File: src/tam_ram.sv
// Simple dual-port RAM, one write and one registered read per cycle.
// No dependencies.
module tam_ram #(
  parameter int WIDTH     = 8,
  parameter int DEPTH     = 129,
  parameter int ADDR_BITS = $clog2(DEPTH)
) (
  input  logic                 clk,
  input  logic                 we,
  input  logic [ADDR_BITS-1:0] waddr,
  input  logic [WIDTH-1:0]     wdata,
  input  logic [ADDR_BITS-1:0] raddr,
  output logic [WIDTH-1:0]     rdata
);

  logic [WIDTH-1:0] mem [DEPTH];

  always_ff @(posedge clk) begin
    if (we) begin
      mem[waddr] <= wdata;
    end
    rdata <= mem[raddr];
  end

endmodule

File: config.mk
export PLATFORM = sky130hd
export DESIGN_NAME = tam_ram
export DESIGN_NICKNAME = d
export VERILOG_FILES = /design/src/tam_ram.sv
export SDC_FILE = /design/constraint.sdc
export NUM_CORES = 1
export LEC_CHECK = 0
export BUFFER_PORTS_ARGS = -buffer_cell sky130_fd_sc_hd__clkbuf_2
export CAP_MARGIN = 20
export CELL_PAD_IN_SITES_DETAIL_PLACEMENT = 1
export CELL_PAD_IN_SITES_GLOBAL_PLACEMENT = 2
export CORE_ASPECT_RATIO = 0.75
export CORE_MARGIN = 2
export CORE_UTILIZATION = 50
export CTS_BUF_LIST = sky130_fd_sc_hd__clkbuf_8 sky130_fd_sc_hd__clkbuf_16
export DETAILED_ROUTE_END_ITERATION = 16
export PLACE_DENSITY = 0.78
export SYNTH_ARGS = -nofsm -noshare
export SYNTH_HDL_FRONTEND = slang
export SYNTH_SLANG_ARGS = --single-unit
File: constraint.sdc
create_clock -name clk -period 2.6 [get_ports clk]
set_input_delay 0.26 -clock clk [delete_from_list [all_inputs] [get_ports clk]]
set_output_delay 0.26 -clock clk [all_outputs]
set_load 0.01 [all_outputs]
# Word level (Yosys, flattened, before mapping)
# Memory sizes are Yosys's and may differ from the RTL's. A register that Yosys moved wholly into a read port is not among the register bits.
# Cells that the tools add are included.
# W data, S select, Z words.
dict set report op_classes {
  reduce_logical 0
  muxes 2
  n_bitwise 0
  n_eq_ne 0
  n_lt_le_gt_ge 0
  n_mul 0
  add_sub_neg 0
  div 0
  shift 0
}
# operator count
set op_table {}
lappend op_table {{$mux W1} 2}
dict set report word_totals {
  ramBits 1032
  in_bits 26
  mem_bits_ro 0
  register_bits 0
  output_inout_bits 8
  latchBits 0
  memories 1
}
# name words word_bits read_ports rd_clocked_by_memory_dff wr line_no
set memory_table {}
lappend memory_table {mem 129 8 1 1 1 16} ;# logic [WIDTH-1:0] mem [DEPTH];

# Depth between registers and ports, before layout
# Gate-level depths: netlist of run 1.
dict set report depth {
  word_depth 2
  mapped_depth 11
  depth_no_buf 6
}

# Worst setup path before layout of run 1
# Ideal clock, no wire load.
dict set report synth_timing {
  path_kind {input to register}
  startpoint {input we}
  endpoint {memory mem[128][0] (enable)}
  path_slack_ps 446
  required_ps 2205
  stages 4
  arrival_ps 1759
  setup_time_ps 395
  path_cell_list {clkbuf_1 buf_1 nand2_1 nor4_1}
}
dict set report synth_via {
  elab_chain_cells 2
}
# element line_no
set synth_rtl {}
lappend synth_rtl {{start: declaration} 9} ;# input logic we,
lappend synth_rtl {{$mux W1} 19} ;# if (we) begin
lappend synth_rtl {{$mux W1 (implied by the code)} 20} ;# mem[waddr] <= wdata;
lappend synth_rtl {{end: declaration} 16}
# No other way between the ends.

==> results of run 1 <==
-- worst max path at each step --
stage,end,startpoint,slack [ns]
after CTS,rdata[2]$_DFF_P_,mem[12][2]$_DFFE_PP_,0.01
after global routing,rdata[3]$_DFF_P_,raddr[0],0.02
after detailed placement,rdata[2]$_DFF_P_,raddr[0],-0.55
after floorplan,mem[128][0]$_DFFE_PP_,we,0.45
after global placement,rdata[2]$_DFF_P_,raddr[0],-0.48
final,rdata[2]$_DFF_P_,mem[23][2]$_DFFE_PP_,0.06
-- sequential cells by signal, indices dropped and copies added (netlist names) --
signal / flops
rdata: 8
mem: 1032
-- what timing repair did --
action	CTS	global route
endpoints found under the hold margin	21	0
setup endpoints to repair	0	1
hold buffers	3	0
gates resized for setup	0	2
-- Yosys cell counts (5+ instances only) --
| cell | count |
|---|---|
| sky130_fd_sc_hd__mux2_2 | 21 |
| sky130_fd_sc_hd__a21oi_1 | 26 |
| sky130_fd_sc_hd__o22ai_1 | 42 |
| sky130_fd_sc_hd__o311ai_0 | 7 |
| sky130_fd_sc_hd__edfxtp_1 | 1032 |
| sky130_fd_sc_hd__o221a_2 | 7 |
| sky130_fd_sc_hd__buf_6 | 21 |
| sky130_fd_sc_hd__a221oi_1 | 12 |
| sky130_fd_sc_hd__a211oi_1 | 26 |
| sky130_fd_sc_hd__mux2_4 | 5 |
| sky130_fd_sc_hd__mux4_2 | 188 |
| sky130_fd_sc_hd__buf_8 | 5 |
| sky130_fd_sc_hd__o31ai_1 | 13 |
| sky130_fd_sc_hd__dfxtp_1 | 8 |
| sky130_fd_sc_hd__nand3b_1 | 5 |
| sky130_fd_sc_hd__a31oi_1 | 9 |
| sky130_fd_sc_hd__o221ai_1 | 28 |
| sky130_fd_sc_hd__a21boi_1 | 6 |
| sky130_fd_sc_hd__nor2b_1 | 24 |
| sky130_fd_sc_hd__buf_4 | 10 |
| sky130_fd_sc_hd__o21ai_0 | 7 |
| sky130_fd_sc_hd__nor2_1 | 143 |
| sky130_fd_sc_hd__nor3_1 | 9 |
| sky130_fd_sc_hd__buf_2 | 25 |
| sky130_fd_sc_hd__clkbuf_1 | 57 |
| sky130_fd_sc_hd__nand3_1 | 33 |
| sky130_fd_sc_hd__nand4_1 | 9 |
| sky130_fd_sc_hd__mux2i_1 | 124 |
| sky130_fd_sc_hd__a311oi_1 | 7 |
| sky130_fd_sc_hd__nand2_1 | 51 |
| sky130_fd_sc_hd__a22oi_1 | 20 |
| sky130_fd_sc_hd__and2_1 | 15 |
-- power groups by stage --
stage	Sequential, W	Combinational (W)	Clock, W
6_report	0.0185	0.00199	0.0146
5_1_grt	0.0185	0.00209	0.0153
4_1_cts	0.0185	0.00198	0.0148
3_5_place_dp	0.0189	0.00196	0
3_3_place_gp	0.0189	0.00190	0
2_1_floorplan	0.0188	0.000955	0
-- logic make-up after synthesis --
logic type,after synthesis,synth area share
compound gates,222,0.0405
buf+inv,129,0.0204
flops,1040,0.764
mux,340,0.142
simple gates,300,0.0331
-- layer usage --
layer / global-route usage / up-vias / share of wire
met5: 0 / - / 0.00029
met4: 0.0703 / 4 / 0.024
met3: 0.0463 / 169 / 0.086
met2: 0.418 / 1058 / 0.45
met1: 0.423 / 11900 / 0.44
li1: - / 9119 / -
-- worst max-delay path: cells and delay by family (launching register included) --
| family | cells | cell delay, ns |
|---|---|---|
| compound gates | 4 | 1.31 |
| buf+inv | 1 | 0.18 |
| flops | 1 | 0.37 |
| mux | 1 | 0.52 |
-- layout make-up --
cell class | instances | area share
Sequential cell | 1040 | 0.654
Clock inverter | 80 | 0.0152
Antenna cell | 4 | 0.000210
Timing Repair Buffer | 378 | 0.0634
Clock buffer | 101 | 0.0531
Tap cell | 1058 | 0.0278
Multi-Input combinational cell | 862 | 0.185
Inverter | 6 | 0.000473
-- metrics by stage --
stage	power [W]	utilization	area [um^2]	hold slack, ns
global route	0.0359	0.590	47600	0.0274
CTS	0.0352	0.590	47600	0.0153
finish	0.0351	0.590	47600	0.0370
detailed placement	0.0208	0.549	44300	0.446
global placement	0.0208	0.549	44300	0.441
floorplan	0.0198	-	40800	0.359
==> summary by stage, run 1 <==
Pwr
The total internal power is 0.0275 W. For this design the static power due to leakage is 15.7 nW. The worst-case IR drop observed on VDD is 629 uV. The clock power share is 0.416. The register share of total power is 0.528. The power density over cell area is 736 nW/um^2. The switching part of the total power is 0.214.

The share of power burned in combinational logic is 0.057. For this design the total switching power over the nets is 0.00751 W.

STA
For the pin with the worst max-slew slack, the measured transition is 0.924 ns. Dividing the final minimum period by the clock period gives 0.976. The final number of hold-violating endpoints is 0. The setup skew after layout is 0.0158 ns. The final critical path time including I/O delays and setup is 2.54 ns.

The post-layout worst setup margin is 0.0637 ns. The setup-violating endpoint count in the final report is 0. The count of final max-slew check failures came to 0.

The highest attainable clock frequency is 394 MHz. Measured against its own limit, the worst slew margin works out to 0.376. Summed over all failing endpoints, the final setup total negative slack is 0 ns. Setup repair after global routing left no endpoint under its margin.

Setup path
The launch instance of the worst register-to-register path is mem[23][2]$_DFFE_PP_. The critical path goes through mux4_2 -> a22oi_1 -> buf_4 -> o21ai_0 -> o311ai_0 -> o31ai_1. The critical path in this run is classified as flip-flop to flip-flop. The worst-case reg-to-reg path depth is 6. On the worst path, the slowest cell contributes a delay of 0.78 ns. The capture point of the worst reg-to-reg path is rdata[2]$_DFF_P_. The register-to-register setup slack is 0.06 ns. For the worst setup path, the data arrival time is 3.02 ns.

STA classifies the critical path startpoint as a flip-flop. The maximum fanout encountered on the critical timing path is 1. The data required time of the worst path is 3.09 ns. For this design, the slowest cell found on the critical path is sky130_fd_sc_hd__o311ai_0. STA classifies the critical path endpoint as a flip-flop.

Clock tree
Buffers inserted during clock tree synthesis total 99. The clock reaches the later pin of the worst-skew pair after 0.65 ns. After clock tree synthesis, the setup repair step added 0 buffers.

CTS saw 1040 sinks. In this run the number of H-tree levels came out at 3. Clock tree synthesis selected as its root buffer the cell sky130_fd_sc_hd__clkbuf_16. TritonCTS built the clock tree.

The maximum buffer depth of the clock tree is 3. Clock-pin slew was measured on the worst setup and hold paths at 0.06 ns.

Synth
The fraction of the yosys area taken by sequential cells is 0.764. The average cell area after synthesis is 20.1 um^2. During synthesis, Yosys emitted a total of 0 warnings. The dominant register cell in the synthesized netlist is sky130_fd_sc_hd__edfxtp_1. The post-synthesis register bit count is 1040. The share of synthesized flip-flops with an asynchronous set or reset is 0. The number of enable-type register cells in the synthesized netlist is 1032. After technology mapping, the gate count stands at 2031.

The cell area that synthesis handed to floorplanning was 40800 um^2. The share of the synthesized area in the top cell type is 0.760. In this run, distinct cell masters in the synthesized netlist total 52. By area the synthesized netlist is led by sky130_fd_sc_hd__edfxtp_1, sky130_fd_sc_hd__mux4_2, sky130_fd_sc_hd__mux2i_1, sky130_fd_sc_hd__nor2_1, sky130_fd_sc_hd__o22ai_1. Summed over all instances, the cell type with the most area after synthesis is sky130_fd_sc_hd__edfxtp_1. The net count of the mapped netlist is 2057.

Route
After detailed routing, the number of vias per cell comes to 6.30. After detailed routing, the number of remaining DRC violations is 0. The detail-routed net length per standard cell is 32.3 um.

Across all layers, the routed design uses 22200 vias. The count of nets left with antenna violations after detail routing is 0. After detailed routing, the total wire length is 114000 um. The DRC marker count from the first detailed-route iteration is 2562.

For this run, the detailed router's first-pass iteration total came to 5.

Floorplan
The initial utilization of the core area, before any placement, comes to 0.506. The count of pins on the block boundary is 34. The floorplan step defined a die boundary enclosing 83900 um^2. The die is 334 um wide. The region available for standard cell placement spans 80600 um^2.

The vertical die dimension is 251 um. The initialized floorplan defines 90 standard-cell rows.

Global routing
In the global route stage, overall resource usage came out at 0.276. Entering global routing, the biggest net connects 77 pins. The initial antenna violation count is 8.

The first global-routing pass estimated 167000 um of wire. For this run the aggregate overflow at the end of global routing stands at 0. The via count of the first global-routing pass is 23100.

Worst hold path
The number of cells on the worst hold path is 1. The path with the worst hold slack has its endpoint at mem[106][3]$_DFFE_PP_. The startpoint identified for the worst hold timing path is wdata[3]. The tightest min-delay check is of the input port to flip-flop type.

Place
Once placement completed, the tool counted placed cells totaling 3341. At the end of routability-driven placement, the weighted congestion stood at 0.888. During placement, the flow inserted port buffers numbering 33.

The pre-CTS setup slack is -0.550 ns. Summed over all nets, the half-perimeter wirelength after detailed placement is 75400 um.

Final layout
The final layout contains 2413 nets. Leaving out fill and tap cells, the most frequent cells in the layout are sky130_fd_sc_hd__edfxtp_1, sky130_fd_sc_hd__buf_4, sky130_fd_sc_hd__mux4_2. The area added between synthesis and finish is 16.7%. In the final layout, flip-flops and latches occupy 31100 um^2. The layout filler cell count is 6943. The count of placed standard cells in the final layout, fillers left out is 3529. The share of cells above drive strength 1 is 0.304. The area taken by multi-input logic gates is 8820 um^2. The leading cell type in the layout, fill and taps excluded is sky130_fd_sc_hd__edfxtp_1.

Run
Across the run, the number of max-cap violations was 0.

Run status
The run finished with clean final reports.
(Power assumes the default switching activity.)
==> run 2, diff against run 1 <==
Settings changed: SETUP_SLACK_MARGIN set to 0.5.
==> run 2 against run 1 <==
Via count decreased by 1.1%; die area unchanged; non-clock buffer count decreased by 9; clock-buffer cell count increased by 3; clock power about the same; global-route usage increased by 0.13 points; largest power group unchanged; highest routed layer unchanged; combinational power increased by 4%.
==> summary by stage, run 2 (synthesis results as in run 1) <==
Clock tree
The clock root buffer is sky130_fd_sc_hd__clkbuf_16. The clock tree from TritonCTS is yes. The TritonCTS sink count was 1040 (unchanged). The post-CTS setup repair buffer count was 0 (unchanged). The level count of the clock H-tree is 3 (unchanged). The clock buffer count from CTS is 101 (+2.0%). The clock-pin transition on the worst setup and hold timing paths is 0.07 ns (about the same). The insertion delay of the later-clocked pin in the worst-skew pair came to 0.67 ns (+0.02 ns). The maximum buffer depth of the clock tree is 3 (unchanged).

Floorplan
The starting density of the core is 0.506 (unchanged). The vertical die dimension was 251 um (unchanged). The die width is 334 um (unchanged). The row count is 90 (unchanged). The total die area is 83900 um^2 (unchanged).

The area inside the core boundary is 80600 um^2 (unchanged). The count of pins on the block boundary is 34 (unchanged).

Pwr
The peak ir drop on the vdd network came to 863 uV (+37%). The clock power share was 0.417 (about the same). The total internal power is 0.0278 W (+0.74%). The share of power burned in combinational logic was 0.059 (+0.002).

The leakage power is 15.9 nW (+0.85%). The power density over cell area is 736 nW/um^2 (about the same). The total net switching power is 0.00753 W (+0.29%). The register share of total power is 0.524 (-0.004). The switching part of the total power was 0.213 (-0.000756).

Place
The cell total after placement is 3331 (-0.30%). The count of input and output buffers is 33 (unchanged). The last weighted congestion value of the routability-driven placer came to 0.872 (-1.8%). The HPWL after detailed placement is 76400 um (+1.3%).

Setup path
The maximum single-stage delay on the critical path is 0.49 ns (-0.29 ns). The worst setup path is captured at a flip-flop. The maximum fanout encountered on the critical timing path is 44 (+43).

The cell that appears most often on the critical path is sky130_fd_sc_hd__buf_4. The worst setup path is of the input port to flip-flop kind. The data required time of the worst path is 3.14 ns (+0.05 ns).

The kind of start point of the critical path is an input port. The slowest stage of the critical path belongs to the cell sky130_fd_sc_hd__a211oi_1. Walking the worst path, the cells encountered are clkbuf_8 -> buf_4 -> buf_12 -> buf_4 -> mux4_2 -> a211oi_1 -> nand2_1 -> o311ai_2 -> buf_4 -> o31ai_1. The arrival time of data at the critical path endpoint came to 2.69 ns (-0.33 ns).

Route
The average vias per placed instance is 6.25 (-0.85%). The detail-routed net length per standard cell was 32.6 um (+0.80%). The number of remaining DRC errors is 0 (unchanged).

The count of nets left with antenna violations after detail routing is 0 (unchanged). The detailed-router iteration count before antenna repair came to 7 (+2). The final wirelength came to 115000 um (+0.54%). The routed via count is 22000 (-1.1%). The DRC marker count from the first detailed-route iteration is 2588 (+1.0%).

Final layout
In the final layout, the registers with the most flip-flops are mem (1032), rdata (8). The flip-flop count of the largest register, all copies and words added was 1032 (unchanged). The area added between synthesis and finish is 17.5%. In the layout the commonest cells are sky130_fd_sc_hd__edfxtp_1, sky130_fd_sc_hd__buf_4, sky130_fd_sc_hd__mux4_2. The area taken by flip-flops and latches is 31100 um^2 (unchanged). The count of placed standard cells in the final layout, fillers left out is 3520 (-0.26%). More flip-flops sit in one register than any other, and that register is mem.

The layout filler cell count is 6872 (-1.0%). The layout net count is 2406 (-0.29%). The library cell used most frequently in the layout, excluding fill and tap cells, is sky130_fd_sc_hd__edfxtp_1.

The area taken by multi-input logic gates is 9080 um^2 (+2.9%). The share of cells above drive strength 1 is 0.317 (+0.0127).

Run
The max capacitance violation total is 0 (unchanged).

Worst hold path
The class of the tightest hold or removal check is input port to flip-flop.

STA
The highest attainable clock frequency is 466 MHz (+18%). The count of final max-slew check failures came to 0 (unchanged). The setup skew after layout is 0.0228 ns (+0.00696 ns). The relative slew slack is 0.441 (+0.0646).

The final hold slack is 0.0414 ns (+0.00441 ns). The final critical path time including I/O delays and setup is 2.15 ns (-0.388 ns). The worst-margin pin slew is 0.836 ns (-0.0875 ns).

The setup-violating endpoint count in the final report is 0 (unchanged). The share of the cycle needed by the critical path after routing is 0.826 (-0.149). Setup repair after global routing could not meet its margin everywhere. The final number of hold-violating endpoints is 0 (unchanged).

Global routing
The via count of the first global-routing pass is 22900 (-1.1%). The largest net degree at the start of global routing came to 98 (+27%). The first-pass GRT wire length came to 166000 um (about the same). The leftover overflow at the end of global routing is 0 (unchanged). The met3 usage in global routing is 0.0751 (+0.0288). The global-route usage over all layers came to 0.278 (+0.00125).

The global routing met1 resource utilization is 0.405 (-0.0173). The global routing's busiest layer is met2. The global-route met2 utilization is 0.416 (-0.00166). The initial antenna violation count is 9 (+1).

Run status
The flow ran to the end, and the final reports show no timing, DRC or antenna violations.
-- run 2: power groups by stage --
stage          Sequential [W]  Clock [W]  Combinational [W]
2_1_floorplan          0.0188          0           0.000955
3_3_place_gp           0.0189          0            0.00190
3_5_place_dp           0.0189          0            0.00197
4_1_cts                0.0185     0.0149            0.00202
5_1_grt                0.0185     0.0155            0.00217
6_report               0.0185     0.0147            0.00207
-- run 2: worst paths after layout --
| kind | from | endpoint | slack, ns | depth (start not counted) |
|---|---|---|---|---|
| worst max-delay path | raddr[1] | rdata[0]$_DFF_P_ | 0.45 | 10 |
| worst min-delay path | wdata[4] | mem[6][4]$_DFFE_PP_ | 0.04 | 1 |
| worst max register to register | mem[55][6]$_DFFE_PP_ | rdata[6]$_DFF_P_ | 0.47 | 7 |
| worst min register to register | mem[128][2]$_DFFE_PP_ | rdata[2]$_DFF_P_ | 0.46 | 2 |
-- run 2: final cells by class --
class,instances,area share
sequential,1040,0.650
inverter,6,0.000470
timing repair buffer,369,0.0637
multi-input combinational,862,0.189
clock buffer,104,0.0543
clock inverter,79,0.0146
tap,1058,0.0276
antenna,2,0.000104
-- run 2: per-layer routing --
layer	wire, um	share of wire	vias to the layer above
li1	-	-	9107
met1	48200	0.42	11700
met2	52400	0.46	994
met3	11300	0.098	159
met4	2760	0.024	6
met5	37	0.00032	-
-- run 2: critical path, delay by kind of cell --
kind            cells  cell delay (ns)
simple gates        1             0.16
mux                 1             0.35
buf+inv             5             1.15
compound gates      3             0.70
-- run 2: metrics by stage --
| stage | setup TNS [ns] | setup slack [ns] | power [W] | util | area (um^2) |
|---|---|---|---|---|---|
| floorplan | 0 | 0.538 | 0.0198 | - | 40800 |
| global placement | -2.72 | -0.658 | 0.0208 | 0.549 | 44300 |
| detailed placement | -2.87 | -0.681 | 0.0208 | 0.549 | 44300 |
| CTS | 0 | 0.457 | 0.0354 | 0.593 | 47800 |
| global route | 0 | 0.399 | 0.0362 | 0.594 | 47900 |
| finish | 0 | 0.452 | 0.0353 | 0.595 | 47900 |
-- run 2: what timing repair did --
action | CTS | global route
gates resized for setup | 29 | 31
gates cloned | 1 | 0
hold endpoints to repair | 15 | 0
setup endpoints to repair | 8 | 8
pin swaps | 1 | 4
hold buffers | 3 | 0
