<file path="config.mk">
export PLATFORM = sky130hd
export DESIGN_NAME = tam_div
export DESIGN_NICKNAME = d
export VERILOG_FILES = /design/src/tam_pkg.sv /design/src/tam_div.sv
export SDC_FILE = /design/constraint.sdc
export NUM_CORES = 1
export LEC_CHECK = 0
export BUFFER_PORTS_ARGS = -buffer_cell sky130_fd_sc_hd__buf_2
export CAP_MARGIN = 30
export CORE_ASPECT_RATIO = 0.9
export CORE_MARGIN = 2
export CORE_UTILIZATION = 35
export DETAILED_ROUTE_END_ITERATION = 8
export PLACE_DENSITY = 0.63
export SETUP_SLACK_MARGIN = 0.02
export SYNTH_ARGS = -nofsm -noshare
export SYNTH_HDL_FRONTEND = slang
export SYNTH_SLANG_ARGS = --single-unit
</file>
<file path="constraint.sdc">
create_clock -name clk -period 9.04 [get_ports clk]
set_clock_uncertainty 0.1 [all_clocks]
set_input_delay 1.808 -clock clk [delete_from_list [all_inputs] [get_ports clk]]
set_output_delay 1.808 -clock clk [all_outputs]
set_load 0.01 [all_outputs]
</file>
<file path="src/tam_pkg.sv">
// Shared types, constants and the acceptance table for the TSP annealing move engine.
// No dependencies.
package tam_pkg;

  localparam int MAX_VERTICES    = 128;
  localparam int CITY_BITS       = $clog2(MAX_VERTICES);
  localparam int VTX_BITS        = $clog2(MAX_VERTICES + 1);
  localparam int DIST_ADDR_BITS  = 2 * CITY_BITS;
  localparam int DISTANCE_BITS   = 20;
  localparam int COST_BITS       = 27;
  localparam int TEMP_BITS       = 24;
  localparam int STEP_BITS       = 16;
  localparam int EXP_TABLE_DEPTH = 256;
  localparam int EXP_IDX_BITS    = $clog2(EXP_TABLE_DEPTH);

  localparam logic [COST_BITS-1:0] COST_MAX    = {COST_BITS{1'b1}};
  localparam logic [31:0]          EXP_STEP_MUL = 32'd4162825044;

  localparam logic [1:0] CMD_LOAD_DIST = 2'd0;
  localparam logic [1:0] CMD_LOAD_STOP = 2'd1;
  localparam logic [1:0] CMD_RESTART   = 2'd2;
  localparam logic [1:0] CMD_ANNEAL    = 2'd3;

  localparam logic [2:0] OUT_LOADED   = 3'd0;
  localparam logic [2:0] OUT_IMPROVED = 3'd1;
  localparam logic [2:0] OUT_ACCEPTED = 3'd2;
  localparam logic [2:0] OUT_REJECTED = 3'd3;
  localparam logic [2:0] OUT_INVALID  = 3'd4;
  localparam logic [2:0] OUT_FINISHED = 3'd5;

  localparam logic [2:0] CFG_NUM_VERTICES = 3'd0;
  localparam logic [2:0] CFG_ENDPOINT_PCT = 3'd1;
  localparam logic [2:0] CFG_PERTURB_MODE = 3'd2;
  localparam logic [2:0] CFG_START_TEMP   = 3'd3;
  localparam logic [2:0] CFG_FINAL_TEMP   = 3'd4;
  localparam logic [2:0] CFG_COOLING      = 3'd5;
  localparam logic [2:0] CFG_ITER_START   = 3'd6;
  localparam logic [2:0] CFG_ITER_SHRINK  = 3'd7;

  // move description seen by the tour walker
  typedef struct packed {
    logic                prop;
    logic                endpoint;
    logic                swap;
    logic [VTX_BITS-1:0] c1;
    logic [VTX_BITS-1:0] c2;
    logic [VTX_BITS-1:0] pick;
    logic [VTX_BITS-1:0] n;
  } walk_cfg_t;

  typedef logic [15:0] exp_tab_t [EXP_TABLE_DEPTH];

  // exp(-k/32) in Q0.16, rounded, saturated
  function automatic exp_tab_t exp_table();
    exp_tab_t    tab;
    logic [95:0] e;
    logic [95:0] v;
    e = 96'd1 << 32;
    for (int k = 0; k < EXP_TABLE_DEPTH; k++) begin
      v = (e + 96'd32768) >> 16;
      tab[k] = (v > 96'd65535) ? 16'hFFFF : v[15:0];
      e = (e * {64'd0, EXP_STEP_MUL} + 96'h8000_0000) >> 32;
    end
    return tab;
  endfunction

endpackage

</file>
<file path="src/tam_div.sv">
// Iterative divider for the acceptance table index: floor(delta*512/T), one bit a cycle.
// Depends on tam_pkg.
module tam_div (
  input  logic                             clk,
  input  logic                             rst,
  input  logic                             start,
  input  logic [tam_pkg::COST_BITS-1:0]    delta,
  input  logic [tam_pkg::TEMP_BITS-1:0]    temp,
  output logic                             done,
  output logic                             over,
  output logic [tam_pkg::EXP_IDX_BITS-1:0] quot
);

  localparam int RW = tam_pkg::TEMP_BITS + 1;

  logic                             busy;
  logic                             zero;
  logic [3:0]                       cnt;
  logic [RW-1:0]                    r;
  logic [tam_pkg::TEMP_BITS-1:0]    d;
  logic [tam_pkg::EXP_IDX_BITS-1:0] q;
  logic [RW-1:0]                    rs;

  assign rs   = {r[RW-2:0], 1'b0};
  assign quot = zero ? '0 : q;

  always_ff @(posedge clk) begin
    if (rst) begin
      busy <= 1'b0;
      done <= 1'b0;
      cnt  <= '0;
    end else begin
      done <= 1'b0;
      if (start) begin
        busy <= 1'b1;
        cnt  <= '0;
        r    <= RW'({delta, 1'b0});
        d    <= temp;
        q    <= '0;
        zero <= (delta == '0);
        over <= (delta != '0) &&
                ({delta, 1'b0} >= (tam_pkg::COST_BITS+1)'(temp));
      end else if (busy) begin
        if (rs >= {1'b0, d}) begin
          r <= rs - {1'b0, d};
          q <= {q[tam_pkg::EXP_IDX_BITS-2:0], 1'b1};
        end else begin
          r <= rs;
          q <= {q[tam_pkg::EXP_IDX_BITS-2:0], 1'b0};
        end
        if (cnt == 4'(tam_pkg::EXP_IDX_BITS - 1)) begin
          busy <= 1'b0;
          done <= 1'b1;
        end else begin
          cnt <= cnt + 4'd1;
        end
      end
    end
  end

endmodule

</file>
Word-level counts from Yosys, hierarchy flattened
Cells that the tools add are included.
{ "op_classes": {"n_reduce_logical": 9, "addsub": 2, "n_bitwise": 3, "n_lt_le_gt_ge": 2, "muxes": 10, "n_eq_ne": 1} }
{ "ops": {"columns": ["operator", "n"], "rows": [
  ["2-to-1 mux 24 bit", 3],
  ["greater-or-equal comparator 28 x 24 -> 1 bit", 1],
  ["logical NOT 27 bit", 1],
  ["nonzero test 27 bit", 1],
  ["greater-or-equal comparator 25 x 24 -> 1 bit", 1],
  ["subtractor 24 bit", 1],
  ["2-to-1 mux 8 bit", 2],
  ["AND reduction 2 bit", 3],
  ["2-to-1 mux 1 bit", 5],
  ["adder 4 x 1 -> 4 bit, second input constant", 1],
  ["== test 4 x 3 -> 1 bit, second input constant", 1],
  ["inverter 1 bit", 3],
  ["OR reduction 3 bit", 1],
  ["nonzero test 2 bit", 1],
  ["OR reduction 2 bit", 1],
  ["logical AND 1 bit", 1]
]} }
{ "totals": {"ff_bits": 64, "out_inout_bits": 10, "inputBits": 54, "word_cells": 36} }

Logic depth before layout (Yosys ltp)
Gate-level depths: netlist (run 1).
{ "depth": {"depth_word": 4, "ltp_mapped": 13, "ltp_nobuf": 12} }

Least setup slack after synthesis (run 1)
No wires, ideal clock.
{ "synth_path": {"kind": "in2reg", "from": "in start", "to": "reg q[0] in the netlist's numbering, enable pin", "setup_slack_ns": 4.650, "arrival_ns": 3.858, "path_stages": 4, "setup_time_ns": 0.432, "n_path_buf": 2, "required_ns": 8.508, "path_cell_list": "inv_1 clkbuf_1 clkbuf_1 a21oi_1"} }
{ "synth_between": {"elab_chain_cells": 2} }
{ "synth_lines": {"columns": ["item", "line", "rtl"], "rows": [
  ["start, declared", "tam_div.sv:6", "input logic start,"],
  ["nonzero test 2 bit (no source line)", null, null],
  ["AND reduction 2 bit (no source line)", null, null],
  ["end signal, assigned", "tam_div.sv:46", "q <= {q[tam_pkg::EXP_IDX_BITS-2:0], 1'b1};"],
  ["end signal, assigned", "tam_div.sv:49", "q <= {q[tam_pkg::EXP_IDX_BITS-2:0], 1'b0};"],
  ["end, declared", "tam_div.sv:21", "logic [tam_pkg::EXP_IDX_BITS-1:0] q;"]
]} }
Every way passes these cells.
A chain may end at the register's enable or synchronous reset.

Worst setup path after layout (run 1)
{ "layout_path": {"from": "in delta[0] in the netlist's numbering", "to": "reg over, data pin"} }
{ "layout_between": {"elab_chain_cells": 2} }
{ "layout_lines": {"columns": ["item", "line", "rtl"], "rows": [
  ["start, declared", "tam_div.sv:7", "input logic [tam_pkg::COST_BITS-1:0] delta,"],
  ["greater-or-equal comparator 28 x 24 -> 1 bit / nonzero test 27 bit (equally long branches)", "tam_div.sv:42, tam_div.sv:41", null],
  ["logical AND 1 bit *", "tam_div.sv:41", "over <= (delta != '0) &&"],
  ["end signal, assigned", "tam_div.sv:41", null],
  ["end, declared", "tam_div.sv:10", "output logic over,"]
]} }
Mark *: on every way between the ends. The rest lies on a longest branch, timed or not.

==> results of run 1 <==
[registers in the layout, indices dropped and copies added (netlist names)]
signal,count
over,1
r,24
d,24
busy,1
cnt,4
done,1
zero,1
q,8
[metal layers]
layer / up-vias / global-route usage (%)
met5: - / 0
met3: 12 / 2.57
li1: 1795 / -
met2: 73 / 27.5
met1: 1697 / 21.1
met4: 0 / 6.59
[synthesized netlist by cell type, types with 3 or more instances]
cell type  count  area (um2)
a21o_1         7        52.6
a211oi_1       3        22.5
nand3_1        7        35.0
edfxtp_1      58        1740
mux2_2        13         146
mux2i_1        5        50.1
o21a_1         7        52.6
nor2_1        34         128
nor2b_1       21         131
clkbuf_1       9        33.8
o21ai_1       10        50.1
o21ai_0        8        40.0
nor4_1        10        62.6
nand2_1       24        90.1
dfxtp_1        6         120
ha_1          48         601
a21oi_1       47         235
o211ai_1       5        37.5
nor3_1        12        60.1
xnor2_1       11        96.3
nand4_1       10        62.6
xor2_1        11        96.3
a31oi_1        4        25.0
nand2b_1       3        18.8
inv_1         54         203
[cell type report]
class                   count  area (um2)  share of cell area, %
clock inverters             3        42.5                  0.801
repair buffers             67         365                   6.88
flip-flops and latches     64        1860                   35.0
multi-input cells         329        2380                   44.8
well taps                 164         205                   3.86
inverters                  55         206                   3.89
clock buffers              13         250                   4.71
[cell families after synthesis]
| group | Yosys count |
|---|---|
| flip-flops | 64 |
| XOR/XNOR | 22 |
| AND/OR/NAND/NOR | 133 |
| multiplexers | 18 |
| buffers and inverters | 65 |
| adder cells (fa/ha/maj) | 49 |
| AO/OA/AOI/OAI | 107 |
[placed cells by master (no fill, tap or decap), types with 9 or more instances in the layout]
cell type	count
nand2_1	24
nand4_1	10
clkbuf_16	9
xnor2_1	11
edfxtp_1	58
xor2_1	11
nor3_1	12
nor2b_1	21
buf_2	63
mux2_2	13
inv_1	54
o21ai_1	9
a21oi_1	46
nor4_1	10
nor2_1	33
ha_1	48
[how the worst max path moves through the flow]
stage          endpoint  slack (ns)
3_5_place_dp      r[22]        4.86
4_1_cts            over        5.21
5_1_grt           r[23]        5.12
2_1_floorplan      q[0]        4.65
3_3_place_gp      r[21]        4.69
6_report           over        5.24
[power groups by stage]
stage / Combinational [mW] / Sequential [mW] / Clock (mW)
6_report: 0.268 / 0.365 / 0.342
5_1_grt: 0.300 / 0.368 / 0.366
4_1_cts: 0.269 / 0.366 / 0.350
3_5_place_dp: 0.266 / 0.371 / 0
3_3_place_gp: 0.260 / 0.371 / 0
2_1_floorplan: 0.198 / 0.368 / 0
[stage by stage]
stage	setup WS, ns	hold slack, ns
finish	5.24	0.343
CTS	5.21	0.336
global route	5.12	0.357
global placement	4.69	0.312
detailed placement	4.86	0.327
floorplan	4.65	0.300
==> metrics, run 1 <==
status completed; unrepaired setup endpoints after global routing false; largest net degree at the start of global routing 43; Startpoint Class input pin; Global Route Usage Sum 16.4%; Pwr Total 0.976 mW; CTS tree done; Hold Crit Start cnt[3]; Leak between 2 and 2.5 nW; CP Depth 11; vias in the first global route between 3k and 4k; P_sw between 0.2 and 0.3 mW; endpoints failing hold 0; reg2reg setup slack just under 6 ns; Setup Total Neg Slack 0 ns; Top Ports 64; Synth async-reset ratio 0%; CP Capture Type flip-flop; WHS Path Cells 1; share of cells above drive strength 1 around a fifth; fin cells roughly 700; measured slew at the worst slew-check pin ~0.8 ns; Hold Crit Class reg2reg; met3 wire len 403 um; CP Data Required Time between 9 and 10 ns; final instance area 5310 um2; setup violators final 0; fin crit period 3.80 ns; WP buf/inv 1; top sig layer met4; die span in y around 110 um; die area between 10000 and 15000 um2; Pint a little under 0.7 mW; CTS buffer count 9; Pwr Density ~180 nW/um2; WL met1 roughly 4.7 mm; IO buf count 63; XOR/XNOR share of the synthesized area 4.30%; main flop type after synthesis edfxtp_1; Reg power frac around 37%; reg2reg path depth 10; Worst Path Max Fanout 3; Starting Density between 30% and 40%; length of routed met2 wiring about 5 mm; Post-synth EDFFs just under 60; CTS clk-pin slew, worst paths around 0.05 ns; largest family of logic cells by synthesized area simple AND/OR/NAND/NOR gates; post-synthesis simple-gate area fraction between 15 and 20%; CP Cell Sequence buf_2 -> ha_1 -> nor2b_1 -> o21a_1 -> o21a_1 -> o211ai_1 -> a211oi_1 -> nor3_1 -> o31ai_1 -> nand4_1 -> a31oi_1; vias ~3.6k; fmax between 200 and 300 MHz; compound-gate portion of the synthesized area 15.2%; critical path's most frequent cell o21a_1; CTS root buffer clkbuf_16; Worst Hold Path EP done; Fillers 1234; origin of the worst setup path delta[0]; Max-slew headroom a little under half; register bit total from synthesis 64; WS Path Type in2reg; core area roughly 13000 um2; Clock Sinks 64; # DRC 0; Max stage delay cell, worst path nor3_1; RR Startpoint r[1]; post-synthesis cell type count 50; Final Max Slew Viols 0; post-synthesis adder-cell area fraction around 14%; first-pass GRT wire length 17.7 mm; Routed Antenna Nets 0; syn_area_per_cell about 9.8 um2; Worst R2R End r[20]; final layout net count 629; Area growth, synth to finish 18.6%; CTS Buffer Depth 2; Site Rows 39; synthesized area between 4000 and 5000 um2; Post-Syn Nets 561; Syn. warnings 0; utilization after layout 42.2%; drt via density around 5.1; switch share 29.1%; n_diodes 0; post-CTS setup buffers 0; Crit path max-delay family compound AO/OA/AOI/OAI gates; Post-CTS Hold Fix Bufs 0; CTS resizes 0; Max Cap Viol 0; Placed Instance Area between 5000 and 6000 um2; Routed WL between 10 and 15 mm; total grt overflow 0; Worst Path Arrival between 3 and 4 ns; initial antenna violation count 0; Clock power frac 35.1%; crit-path max cell delay between 0.3 and 0.4 ns; multiplexer share of the synthesized area between 4 and 5%; synthesized netlist cell count between 400 and 500; Clock H-tree levels 3; routability cong. between 0.8 and 0.9; fraction of the yosys area taken by sequential cells roughly 42%; Die W 123 um; DP Cell Count roughly 680; Pre-antenna DRT Iters 4; final period utilization between 40% and 50%; DR WL/cell between 10 and 15 um; Logic pwr share roughly 28%; initial drt markers approximately 200; clk_lat worst skew 0.33 ns; Post-DP HPWL about 8 mm; VDD IR-drop max roughly 92 uV
Power figures use the tool's default switching activity.
==> run 2, diff against run 1 <==
- ABC_AREA: not set -> 1
- clock period: 9.04 -> 4 ns (I/O delays scaled with it)
==> run 2 against run 1 <==
Net effect:
- sequential power grew 120%
- hold slack gained 0.036 ns
- largest cell class unchanged
- sequential share of layout area shrank 4.6 points
- core utilization fell by 0.58 points
==> metrics, run 2 <==
status completed; Synth async-reset ratio 0% (unchanged); CTS clk-pin slew, worst paths 0.06 ns (about the same); Site Rows 42 (+7.7%); DP Cell Count 1001 (+47%); fin cells 1017 (+46%); Die W 133 um (+8.1%); DR WL/cell 13.4 um (-11%); share of cells above drive strength 1 12.8% (-6.6 points); Clock Sinks 64 (unchanged); fraction of the yosys area taken by sequential cells 35.4% (-6.2 points); n_diodes 0 (unchanged); CTS Buffer Depth 2 (unchanged); Max-slew headroom 59.0% (+12 points); # DRC 0 (unchanged); post-synthesis simple-gate area fraction 34.1% (+19 points); unrepaired setup endpoints after global routing false; core area 14700 um2 (+17%); CP Capture Type flip-flop; synthesized netlist cell count 746 (+63%); VDD IR-drop max 172 uV (+88%); CTS resizes 0 (unchanged); Max Cap Viol 0 (unchanged); top cells by count, synth nand2_1, inv_1, edfxtp_1; CP Cell Sequence ha_1 -> nand2_1 -> inv_1 -> nand2_1 -> nand3_2 -> nand2_1 -> nand2_2 -> nand2_2 -> nand3_4 -> nand2_2 -> nand2_1 -> nand2_1 -> nand2_1; Post-synth EDFFs 58 (unchanged); register bit total from synthesis 64 (unchanged); routability cong. 0.891 (+1.6%); clk_lat worst skew 0.34 ns (about the same); compound-gate portion of the synthesized area 4.78% (-10 points); Setup WS post-layout 1.41 ns (-3.84 ns); Leak 3.25 nW (+42%); Post-CTS Hold Fix Bufs 0 (unchanged); synthesized area 5260 um2 (+18%); largest net degree at the start of global routing 34 (-21%); Routed WL 13.6 mm (+30%); CTS tree done; Syn. warnings 0 (unchanged); first-pass GRT wire length 22.1 mm (+25%); worst slack, placed 1.34 ns (-3.52 ns); WS Path Type reg2reg; most common cell after layout, fill and taps aside nand2_1; initial antenna violation count 0 (unchanged); Area growth, synth to finish 16.4%; multiplexer share of the synthesized area 0% (-4.4 points); Yosys top cell area share 33.1% (-5.8 points); Worst Path Arrival 2.59 ns (-1.18 ns); final layout net count 917 (+46%); most frequent cells in the layout nand2_1, inv_1, buf_2; vias in the first global route 4448 (+19%); die area 16000 um2 (+17%); XOR/XNOR share of the synthesized area 1.50% (-2.8 points); Setup Total Neg Slack 0 ns (unchanged); CP Data Required Time 4.00 ns (-5.01 ns); largest family of logic cells by synthesized area simple AND/OR/NAND/NOR gates; Routed Antenna Nets 0 (unchanged); Post-DP HPWL 10.5 mm (+30%); Starting Density 35.8% (+0.19 points); Final Max Slew Viols 0 (unchanged); most common cell in the netlist nand2_1; Clock H-tree levels 3 (unchanged); Area contributors post-synth edfxtp_1, nand2_1, ha_1; CTS buffer count 9 (unchanged); main flop type after synthesis edfxtp_1; Startpoint Class flip-flop; fmax 385 MHz; vias 4705 (+32%); initial drt markers 322 (+56%); crit-path max cell delay 0.41 ns (+0.04 ns); Largest regs d x24, r x24, q x8; Max stage delay cell, worst path edfxtp_1; setup violators final 0 (unchanged); post-CTS setup buffers 0 (unchanged); Worst Path Max Fanout 24 (+21); critical path's most frequent cell nand2_1; total grt overflow 0 (unchanged); drt via density 4.63 (-10%); Post-Syn Nets 849 (+51%); Pre-antenna DRT Iters 5 (+1); Pwr Density 373 nW/um2 (+100%); measured slew at the worst slew-check pin 0.610 ns (-0.178 ns); final period utilization 64.9%; die span in y 120 um (+8.1%); post-synthesis cell type count 35 (-30%); CTS root buffer clkbuf_16; fin crit period about 2.6 ns; IO buf count 63 (unchanged); cell type with the largest total area after synthesis edfxtp_1; endpoints failing hold 0 (unchanged); reg2reg setup slack 1.41 ns (-4.36 ns); syn_area_per_cell 7.06 um2 (-28%); Hold Crit Class reg2reg; post-synthesis adder-cell area fraction 11.8% (-2.1 points); Top Ports 64 (unchanged); Global Route Usage Sum 17.5% (+1.1 points)
run 2: cell types whose count changed after synthesis, sizes merged, moves of 6 or more:
| cell | previous run | this run |
|---|---|---|
| a21o | 7 | 0 |
| a21oi | 48 | 33 |
| inv | 55 | 155 |
| mux2 | 13 | 0 |
| nand2 | 24 | 258 |
| nand3 | 7 | 48 |
| nand3b | 0 | 8 |
| nand4 | 10 | 26 |
| nor2 | 34 | 52 |
| nor2b | 22 | 0 |
| o21a | 7 | 1 |
| o21ai | 19 | 8 |
| xor2 | 11 | 1 |
run 2: cell families (layout without fill, tap and decap cells):
logic type	count (synthesis)	after routing
fa+ha+maj	49	49
compound gates	45	45
buf+inv	170	243
simple gates	409	409
flops	64	64
xor+xnor	9	9
run 2: worst paths after layout:
path | start | to | cells past startpoint
setup / recovery | r[2] | r[21] | 13
hold / removal | cnt[3] | cnt[3] | 2
setup reg to reg | r[2] | r[21] | 13
hold reg to reg | cnt[3] | cnt[3] | 2
run 2: per-layer routing:
| layer | share of wire, % | vias up | GRT usage [%] | routed length (um) |
|---|---|---|---|---|
| met5 | 0 | - | 0 | 0 |
| met4 | 1.6 | 0 | 5.39 | 212 |
| met1 | 50 | 2090 | 24.9 | 6810 |
| met3 | 4.4 | 16 | 2.56 | 595 |
| li1 | - | 2509 | - | - |
| met2 | 44 | 90 | 27.5 | 5970 |
run 2: final cells by class:
type	count	area (um2)
fillers	1586	8590
flip-flops and latches	64	1860
clock inverters	3	20.0
well taps	198	248
repair buffers	69	360
inverters	158	593
multi-input cells	512	2760
clock buffers	13	283
run 2: worst max-delay path: cells and delay by family, from the launching register on:
| kind | cells | cell delay, ns |
|---|---|---|
| and+or+nand+nor | 11 | 1.41 |
| DFF | 1 | 0.41 |
| buffers and inverters | 1 | 0.05 |
| adders and majority gates | 1 | 0.37 |
run 2: where the power goes:
| group | switching, mW | total [mW] | internal [mW] | leakage (nW) |
|---|---|---|---|---|
| Combinational | 0.431 | 0.672 | 0.241 | 2.49 |
| Sequential | 0.0220 | 0.818 | 0.796 | 0.602 |
| Clock | 0.298 | 0.793 | 0.496 | 0.150 |
run 2: stage by stage:
stage | utilization [%] | cell area [um2] | hold slack, ns | power (mW)
3_3_place_gp | 39.6 | 5820 | 0.367 | 1.49
3_5_place_dp | 39.6 | 5820 | 0.374 | 1.50
2_1_floorplan | - | 5260 | 0.341 | 1.32
5_1_grt | 41.6 | 6130 | 0.394 | 2.43
6_report | 41.6 | 6130 | 0.379 | 2.28
4_1_cts | 41.6 | 6130 | 0.384 | 2.30
